**config.mk**
```make
export PLATFORM = sky130hd
export DESIGN_NAME = edf_cell
export DESIGN_NICKNAME = d
export VERILOG_FILES = /design/src/rtl/edf_pkg.sv /design/src/rtl/edf_cell.sv
export SDC_FILE = /design/constraint.sdc
export NUM_CORES = 1
export LEC_CHECK = 0
export CAP_MARGIN = 20
export CORE_MARGIN = 4
export CORE_UTILIZATION = 41
export CTS_BUF_LIST = sky130_fd_sc_hd__clkbuf_8
export DETAILED_ROUTE_END_ITERATION = 8
export DONT_BUFFER_PORTS = 1
export HOLD_SLACK_MARGIN = 0.05
export SLEW_MARGIN = 15
export SYNTH_ARGS = -nofsm -noshare
export SYNTH_HDL_FRONTEND = slang
export SYNTH_SLANG_ARGS = --single-unit
```
**constraint.sdc**
```tcl
create_clock -name clk -period 10.1 [get_ports clk]
set_input_delay 0.505 -clock clk [delete_from_list [all_inputs] [get_ports clk]]
set_output_delay 0.505 -clock clk [all_outputs]
set_load 0.05 [all_outputs]
```
**src/rtl/edf_pkg.sv**
```systemverilog
// Package: types and constants shared by the EDF ready table.
package edf_pkg;

	localparam int SLOTS  = 32;
	localparam int WAIT_W = $clog2(SLOTS + 1);

	typedef enum logic [1:0] {
		OP_RELEASE  = 2'd0,
		OP_RUN      = 2'd1,
		OP_COMPLETE = 2'd2,
		OP_EXPIRE   = 2'd3
	} op_t;

	typedef struct packed {
		op_t         operation;
		logic [5:0]  job_id;
		logic [23:0] amount;
		logic [31:0] due_time;
	} cmd_t;

	typedef struct packed {
		logic        matched;
		logic        overflow;
		logic        pick_valid;
		logic [5:0]  pick_id;
		logic [23:0] pick_remaining;
		logic [31:0] pick_deadline;
		logic [15:0] done_count;
		logic [15:0] miss_count;
	} result_t;

	typedef struct packed {
		logic        valid;
		logic [5:0]  id;
		logic [23:0] remaining;
		logic [31:0] deadline;
	} entry_t;

	typedef struct packed {
		logic apply;
		cmd_t cmd;
	} cell_ctrl_t;

endpackage

```
**src/rtl/edf_cell.sv**
```systemverilog
// One table cell: holds a job, bubbles toward the head, carries a tally and a pick candidate.
module edf_cell import edf_pkg::*; (
	input  logic       clk,
	input  logic       arst_n,
	input  cell_ctrl_t ctrl,
	input  logic       prev_valid,
	input  entry_t     up_entry,
	input  logic       tally_prev,
	input  logic       tally_up,
	input  entry_t     cand_in,
	output entry_t     entry,
	output logic       match,
	output logic       tally,
	output entry_t     cand
);

	logic        valid_q;
	logic [5:0]  id_q;
	logic [23:0] remaining_q;
	logic [31:0] deadline_q;
	logic        tally_q;
	entry_t      cand_q;
	logic        better;

	assign entry = '{valid: valid_q, id: id_q, remaining: remaining_q, deadline: deadline_q};
	assign match = valid_q && (id_q == ctrl.cmd.job_id);
	assign tally = tally_q;
	assign cand  = cand_q;

	assign better = valid_q && (!cand_in.valid || (deadline_q < cand_in.deadline) ||
		((deadline_q == cand_in.deadline) && (remaining_q < cand_in.remaining)));

	always_ff @(posedge clk or negedge arst_n) begin
		if (!arst_n) begin
			valid_q <= 1'b0;
			tally_q <= 1'b0;
			cand_q  <= '0;
		end else begin
			cand_q <= better ? entry : cand_in;
			if (ctrl.apply) begin
				unique case (ctrl.cmd.operation)
					OP_RELEASE: begin
						if (!valid_q && prev_valid)
							valid_q <= 1'b1;
					end
					OP_RUN: begin
						if (match && (ctrl.cmd.amount >= remaining_q))
							valid_q <= 1'b0;
					end
					OP_COMPLETE: begin
						if (match) begin
							valid_q <= 1'b0;
							tally_q <= 1'b1;
						end
					end
					OP_EXPIRE: begin
						if (match) begin
							valid_q <= 1'b0;
							tally_q <= (remaining_q != '0);
						end
					end
					default: ;
				endcase
			end else begin
				if (!valid_q)
					valid_q <= up_entry.valid;
				else if (!prev_valid)
					valid_q <= 1'b0;
				tally_q <= tally_q ? tally_prev : tally_up;
			end
		end
	end

	always_ff @(posedge clk) begin
		if (ctrl.apply) begin
			if (ctrl.cmd.operation == OP_RELEASE) begin
				if (!valid_q && prev_valid) begin
					id_q        <= ctrl.cmd.job_id;
					remaining_q <= ctrl.cmd.amount;
					deadline_q  <= ctrl.cmd.due_time;
				end
			end else if (ctrl.cmd.operation == OP_RUN) begin
				if (match && (ctrl.cmd.amount < remaining_q))
					remaining_q <= remaining_q - ctrl.cmd.amount;
			end
		end else if (!valid_q) begin
			id_q        <= up_entry.id;
			remaining_q <= up_entry.remaining;
			deadline_q  <= up_entry.deadline;
		end
	end

endmodule

```
# Yosys cells after proc, flatten, opt, wreduce, memory -nomap -nowiden
# Cells that the tools add are included.
dict set report op_classes {
  n_addsub 1
  n_lt_le_gt_ge 4
  eq_ne 16
  mux 27
  n_reduce_logical 17
}
# operator n
set op_table {}
lappend op_table {{two-way mux 24 bit} 6}
lappend op_table {{two-way mux 32 bit} 4}
lappend op_table {{two-way mux 63 bit} 1}
lappend op_table {{< comparator 24 bit} 2}
lappend op_table {{== test 32 bit} 1}
lappend op_table {{< comparator 32 bit} 1}
lappend op_table {{>= comparator 24 bit} 1}
lappend op_table {{two-way mux 6 bit} 4}
lappend op_table {{nonzero test 24 bit} 1}
lappend op_table {{subtractor 24 bit} 1}
lappend op_table {{!= test 3 bit, second input constant} 4}
lappend op_table {{two-way mux 1 bit} 10}
lappend op_table {{!= test 3 x 1 -> 1 bit, second input constant} 3}
lappend op_table {{AND reduction 3 bit} 3}
lappend op_table {{== test 6 bit} 1}
lappend op_table {{logical AND 1 bit} 6}
lappend op_table {{== test 2 bit, second input constant} 2}
lappend op_table {{!= test 2 x 1 -> 1 bit, second input constant} 2}
lappend op_table {{AND reduction 4 bit} 1}
lappend op_table {{!= test 3 x 2 -> 1 bit, second input constant} 1}
lappend op_table {{one-hot mux 1 bit (3 select lines)} 1}
lappend op_table {{== test 2 x 1 -> 1 bit, second input constant} 1}
lappend op_table {{zero test 1 bit} 2}
lappend op_table {{zero test 2 bit} 1}
lappend op_table {{4 further kinds} 5}
dict set report totals {
  regBits 127
  input_bits 196
  output_inout_bits 128
  wordCells 74
}

# Longest topological paths before layout
# Gate-level depths: netlist of the first run.
dict set report depth {
  depth_word 7
  mapped_depth 11
  mapped_depth_nobuf 11
}

# Least setup slack after synthesis of the first run
# No wires, ideal clock.
dict set report synth_path {
  path_kind {flip-flop to flip-flop}
  start {register id_q[5]}
  end {register remaining_q[0], enable pin}
  setup_ps 410
  arrival_ps 4092
  required_ps 9690
  path_slack_ps 5598
  path_stages_with_launch 5
  n_path_buf 0
  synth_period_minus_slack_ps 4502
  cell_sequence {edfxtp_1 -> xor2_1 -> nor4_1 -> nand3_1 -> o21bai_1}
}
dict set report synth_between {
  elab_chain_cells 5
}
# element line
set synth_rtl {}
lappend synth_rtl {{from (decl)} edf_cell.sv:18} ;# logic [5:0] id_q;
lappend synth_rtl {{from (signal assigned)} edf_cell.sv:78} ;# id_q <= ctrl.cmd.job_id;
lappend synth_rtl {{from (signal assigned)} edf_cell.sv:87} ;# id_q <= up_entry.id;
lappend synth_rtl {{== test 6 bit} edf_cell.sv:26} ;# assign match = valid_q && (id_q == ctrl.cmd.job_id);
lappend synth_rtl {{logical AND 1 bit} edf_cell.sv:26}
lappend synth_rtl {{via match} edf_cell.sv:12} ;# output logic match,
lappend synth_rtl {{logical AND 1 bit} edf_cell.sv:83} ;# if (match && (ctrl.cmd.amount < remaining_q))
lappend synth_rtl {{!= test 3 x 1 -> 1 bit (no source line)} -}
lappend synth_rtl {{AND reduction 4 bit (no source line)} -}
lappend synth_rtl {{to (signal assigned)} edf_cell.sv:79} ;# remaining_q <= ctrl.cmd.amount;
lappend synth_rtl {{to (signal assigned)} edf_cell.sv:84} ;# remaining_q <= remaining_q - ctrl.cmd.amount;
lappend synth_rtl {{to (signal assigned)} edf_cell.sv:88} ;# remaining_q <= up_entry.remaining;
lappend synth_rtl {{to (decl)} edf_cell.sv:19} ;# logic [23:0] remaining_q;
# The timed path passes the listed nets, and every way through them passes these cells.
# A chain may end at the register's enable or synchronous reset.

# Worst setup path in the final report of the first run
dict set report layout_path {
  start {register remaining_q[0]}
  end {register remaining_q[22], enable pin}
}
dict set report layout_between {
  elab_chain_cells 4
}
# element line
set layout_rtl {}
lappend layout_rtl {{< comparator 24 bit} edf_cell.sv:83}
lappend layout_rtl {{logical AND 1 bit} edf_cell.sv:83}
lappend layout_rtl {{!= test 3 x 1 -> 1 bit (no source line)} -}
lappend layout_rtl {{AND reduction 4 bit (no source line)} -}
# Every way passes these cells.

==> results of run 1 <==
final timing paths:
kind | start | slack (ps) | end | depth (start not counted)
worst max-delay path | remaining_q[0] | 6140 | remaining_q[22] | 11
min in group asynchronous | arst_n | 590 | cand[56] | 2
worst min-delay path | cand_in[62] | 170 | cand[62] | 1
worst min register to register | remaining_q[21] | 850 | cand[53] | 2
worst max register to register | remaining_q[0] | 6140 | remaining_q[22] | 11
max in group asynchronous | arst_n | 9180 | cand[49] | 2
power by group through the flow:
| stage | Combinational (mW) | Sequential (mW) | Clock (mW) |
|---|---|---|---|
| 3_3_place_gp | 0.392 | 0.975 | 0 |
| 4_1_cts | 0.411 | 0.965 | 0.513 |
| 6_report | 0.406 | 0.962 | 0.504 |
| 3_5_place_dp | 0.401 | 0.977 | 0 |
| 5_1_grt | 0.452 | 0.971 | 0.539 |
| 2_1_floorplan | 0.340 | 0.941 | 0 |
cell families after synthesis:
| logic type | after synthesis | share of synthesized area (%) |
|---|---|---|
| AO/OA/AOI/OAI | 153 | 11.85 |
| XOR/XNOR | 19 | 1.995 |
| adder cells (fa/ha/maj) | 80 | 12.09 |
| buffers and inverters | 109 | 5.491 |
| flip-flops | 127 | 41.82 |
| multiplexers | 104 | 16.65 |
| AND/OR/NAND/NOR | 169 | 10.10 |
layout make-up:
class	count	area, um2	share of cell area (%)
Multi-Input combinational cell	525	4415	48.54
Sequential cell	127	3488	38.34
Tap cell	265	331.6	3.645
Inverter	85	319.1	3.507
Clock buffer	17	234.0	2.572
Clock inverter	15	211.5	2.324
Timing Repair Buffer	10	97.59	1.073
worst reg2reg max path: cells and delay by family, from the launching register on:
family	cells	cell delay, ps
compound gates	6	1640
fa+ha+maj	2	650
buf+inv	2	460
flops	1	720
simple gates	1	150
registers in the layout, indices dropped and copies added (netlist names):
register and cells:
cand 63, deadline_q 32, id_q 6, remaining_q 24, tally 1, valid_q 1
per-layer routing:
| metal | GRT usage [%] | up-vias | routed length [um] |
|---|---|---|---|
| li1 | - | 2768 | - |
| met3 | 7.495 | 17 | 2559 |
| met1 | 23.20 | 2875 | 8812 |
| met5 | 0 | - | 0 |
| met4 | 5.712 | 0 | 344 |
| met2 | 38.73 | 241 | 12870 |
per-stage QoR:
stage	worst slack (ps)	total power [mW]
after floorplan	5598	1.282
after global placement	6277	1.368
after detailed placement	6165	1.377
after CTS	6119	1.889
after global routing	5884	1.962
final	6140	1.872
repair_timing:
action	4_1_cts	5_1_grt
hold buffers	2	0
endpoints found under the hold margin	65	0
setup buffers	0	0
setup endpoints to repair	0	0
cells in the final DEF, fill, tap and decap left out, drive strengths merged, types with 3 or more instances in the layout:
cell / count
a211o: 4
a21o: 20
a21oi: 59
a31oi: 13
and2: 4
and3: 9
buf: 9
bufinv: 4
clkbuf: 17
clkinv: 7
dfrtp: 65
edfxtp: 62
ha: 79
inv: 89
mux2: 101
mux2i: 3
nand2: 39
nand3: 17
nand4: 10
nor2: 48
nor2b: 6
nor3: 14
nor4: 7
o2111ai: 3
o21ai: 26
o21bai: 3
or2: 5
or3: 5
xnor2: 12
xor2: 7
==> metrics.txt, run 1 <==
EDFF count, synth between 60 and 70; Finished Layout Cells approximately 1000; CTS Buf Count 17; Flop pwr share roughly half; CP top delay family compound AO/OA/AOI/OAI gates; Fill cells about 1800; row cnt between 50 and 60; Syn Inst Count 761; Max FO, Critical Path 16; P_int 1.105 mW; ANT cells 0; most frequent cell after synthesis inv_1; Netlist cell types 62; Num Clock Sinks 127; Synth top area share 22.32%; CP endpoint kind register; largest net degree at the start of global routing 89; first-pass GRT wire length between 30 and 40 mm; CP max stage delay 720 ps; Synth Cell Area 8340 um2; grt ovf 0; number of port buffers 0; die area 22690 um2; max_slew headroom 42.72%; Setup TNS 0 ps; P&R area growth vs syn 9.076%; Power Density 205.7 nW/um2; nets@finish 1042; GRT Total Usage 21.18%; Initial Utilization between 40 and 50%; CTS root buffer clkbuf_8; post-layout minimum cycle time ~4000 ps; cell area after layout ~9100 um2; final slew viol count 0; via-per-instance ratio 5.652; vias in the first global route 6207; Setup-failing EPs final 0; Leak 4.157 nW; initial DRC count 177; io pins 324; maximum clock frequency 252.5 MHz; period utilization between 30% and 40%; Die X 150.6 um; crit path cell chain inv_1, ha_1, fa_1, nor2b_4, o31a_1, o2111ai_1, a41oi_2, a221oi_1, a311o_1, o21bai_2, buf_4; Tightest Hold Check Type input pin to register; final core utilization 46.14%; DRC viols 0; Clock Path Buffers 2; Pre-antenna DRT Iters 5; register area share after synthesis 41.82%; Detail Route Antenna Nets 0; Max Cap Viol 0; Clk pwr share 26.9%; CP bufs+invs 2; vias 5901; Startpoint Class register; Clock transition at path regs 80 ps; slowest cell on the critical path edfxtp_1; crit path kind register to register; layout cells sized above 1 20.15%; final hold violation count 0; syn_nets 1037; area post-placement around 8600 um2; Die Y roughly 150 um; maximum vdd drop between 0.08 and 0.09 mV; combinational group share of total power 21.7%; syn avg cell area 10.96 um2; Worst Hold Slack 172.6 ps; DP Cell Count 1010; Synth area leader edfxtp_1; WP data required between 10000 and 15000 ps; post-cts sizing count 0; CTS H-tree lvls 4; GP Congestion 0.9045; outcome finished clean; hpwl dp 19.50 mm; clock latency on the worst-skew pair approximately 450 ps; NetSw 766.3 uW; clk_skew 23.16 ps; antenna violations before repair 0; core area approximately 20000 um2; DR WL/cell 23.55 um; #FFs+latches synth 127; unrepaired setup endpoints after global routing no; Post-synth top flop dfrtp_1; drt total wl around 25 mm; ranking of synthesized cells by area edfxtp_1 22%, dfrtp_1 20%, ha_1 12%; CTS tree yes; Crit path arrival time 4090 ps; Synth Warn # 0; Post-synth top cells 85 x inv_1, 79 x ha_1, 65 x dfrtp_1, 62 x edfxtp_1; Async S/R FF share, synth 51.18%; switch share 40.95%; Tightest Pin Transition 859.2 ps
(Power assumes the default switching activity.)
==> run 2: changes to the inputs <==
- clock period: 10.1 -> 3.7 ns (I/O delays scaled with it)
==> run 2 against run 1 <==
Combinational power grew to 4.1 times the previous value. Via count is 18% higher. Hold slack worse by 79 ps. Sequential share of layout area is 7.4 points lower. Clock power grew to 2.6 times the previous value. Die area stayed put. Largest power group unchanged.
==> metrics.txt, run 2 (synthesized netlist as in run 1, its figures left out) <==
r2r endpoint valid_q (was remaining_q[22]); number of cells on the worst reg-to-reg path 10 (was 11); most frequent cells in the layout 179 x dlygate4sd3_1, 85 x inv_1, 79 x ha_1 (was 86 x inv_1, 79 x ha_1, 65 x dfrtp_1); buffer count from post-CTS setup fixing 0 (unchanged); post-layout minimum cycle time 3323 ps (was 3960 ps); reg2reg setup slack 380 ps (was 6140 ps); CTS root buffer clkbuf_8 (unchanged); vias 6948 (was 5901); final hold violation count 0 (unchanged); Crit path arrival time 3640 ps (was 4090 ps); clock latency on the worst-skew pair 450 ps (about the same); hold_sp ctrl[64] (was cand_in[62]); number of port buffers 0 (unchanged); Power Density 478.2 nW/um2 (was 205.7 nW/um2); crit path kind register to register (unchanged); Startpoint Class register (unchanged); Max Cap Viol 0 (unchanged); period utilization 89.81% (was 39.21%); Initial Utilization 42.30% (unchanged); die area 22690 um2 (unchanged); largest net degree at the start of global routing 72 (was 89); worst hold path endpoint id_q[5] (was cand[62]); vias in the first global route 7487 (was 6207); Num Clock Sinks 127 (unchanged); Clock transition at path regs 90 ps (was 80 ps); Die X 150.6 um (unchanged); via-per-instance ratio 5.454 (was 5.652); Setup TNS 0 ps (unchanged); commonest non-fill, non-tap cell in the layout dlygate4sd3_1 (was inv_1); max_slew headroom 54.42% (was 42.72%); Max FO, Critical Path 6 (was 16); first-pass GRT wire length 40.91 mm (was 36.18 mm); antenna violations before repair 1 (was 0); dpl ws 512.0 ps (was 6165 ps); CTS Buf Count 17 (unchanged); core area 19720 um2 (unchanged); clk_skew 20.31 ps (was 23.16 ps); P&R area growth vs syn 35.36% (was 9.076%); Pre-antenna DRT Iters 5 (unchanged); GRT Total Usage 23.66% (was 21.18%); unrepaired setup endpoints after global routing no (unchanged); Clock Path Buffers 2 (unchanged); WP data required 4010 ps (was 10230 ps); DRC viols 0 (unchanged); outcome finished clean (unchanged); Detail Route Antenna Nets 0 (unchanged); CTS tree yes (unchanged); nets@finish 1271 (was 1042); hpwl dp 20.42 mm (was 19.50 mm); final slew viol count 0 (unchanged); io pins 324 (unchanged); WHS Path Cells 1 (unchanged); Die Y 150.6 um (unchanged); Tightest Hold Check Type input pin to register (unchanged); Leak 5.145 nW (was 4.157 nW); RR Startpoint remaining_q[17] (was remaining_q[0]); CP endpoint kind register (unchanged); Setup-failing EPs final 0 (unchanged); initial DRC count 236 (was 177); maximum clock frequency 300.9 MHz (was 252.5 MHz); drt total wl 27.97 mm (was 24.58 mm); CTS H-tree lvls 4 (unchanged); grt ovf 0 (unchanged); DR WL/cell 21.95 um (was 23.55 um); final worst slack 377.0 ps (was 6140 ps); max reg flops 63 (unchanged); row cnt 51 (unchanged); GP Congestion 0.9177 (was 0.9045); Tightest Pin Transition 683.6 ps (was 859.2 ps); maximum vdd drop 0.2150 mV (was 0.08261 mV); layout cells sized above 1 20.73% (was 20.15%)
-- run 2: cell types whose count changed in the layout (fill, tap and decap cells not counted), moves of 2 or more --
cell	before	now
buf_4	8	57
clkinv_4	7	2
dlygate4sd3_1	1	179
clkinvlp_4	0	2
inv_8	0	2
clkinv_2	0	2
-- run 2: layer usage --
metal / track usage [%] / share of wire (%) / up-vias
li1: - / - / 3221
met1: 25.98 / 37 / 3347
met2: 43.01 / 51 / 322
met3: 7.766 / 9.7 / 58
met4: 7.661 / 2.2 / 0
met5: 0 / 0 / -
-- run 2: per-stage QoR --
step	hold slack (ps)	power (mW)	cell area (um2)	utilization (%)	cells
3_5_place_dp	-107.7	3.862	9011	45.70	1060
4_1_cts	58.26	5.421	11290	57.24	1273
3_3_place_gp	-108.2	3.820	9011	45.70	1060
6_report	93.58	5.398	11290	57.26	1274
2_1_floorplan	-110.6	3.499	8351	-	761
5_1_grt	68.16	5.630	11290	57.26	1274
-- run 2: where the power goes --
group	total, mW	internal [mW]	switching (mW)
logic	1.67	0.789	0.884
registers	2.40	1.71	0.686
clock network	1.33	0.699	0.627
total	5.40	3.20	2.20
-- run 2: critical path, stage by stage, from the launching register on --
cell,delay (ps)
edfxtp_1,530
ha_1,400
a21o_1,220
a21o_1,180
a21o_1,200
a31o_2,240
a21o_1,190
a221oi_1,320
a311o_1,210
a41oi_1,120
dlygate4sd3_1,590
-- run 2: worst max path at each step --
stage | start | endpoint | slack (ps) | depth (start not counted)
global placement | remaining_q[10] | cand[0] | 570 | 11
floorplan | ctrl[64] | remaining_q[0] | 30 | 5
global route | remaining_q[17] | valid_q | 270 | 10
finish | remaining_q[17] | valid_q | 380 | 10
detailed placement | remaining_q[10] | cand[0] | 510 | 11
CTS | remaining_q[16] | valid_q | 390 | 11
-- run 2: final cells by class --
type                            instances  area (um2)
Fill cell                            1627        8428
Tap cell                              265       331.6
Sequential cell                       127        3488
Clock buffer                           18       247.7
Multi-Input combinational cell        525        4424
Timing Repair Buffer                  239        2295
Clock inverter                         14       181.4
Inverter                               85       319.1
Antenna cell                            1       2.502
-- run 2: what timing repair did --
item,in CTS,in global routing
endpoints found under the hold margin,192,0
gates resized for setup,0,0
hold buffers,181,0
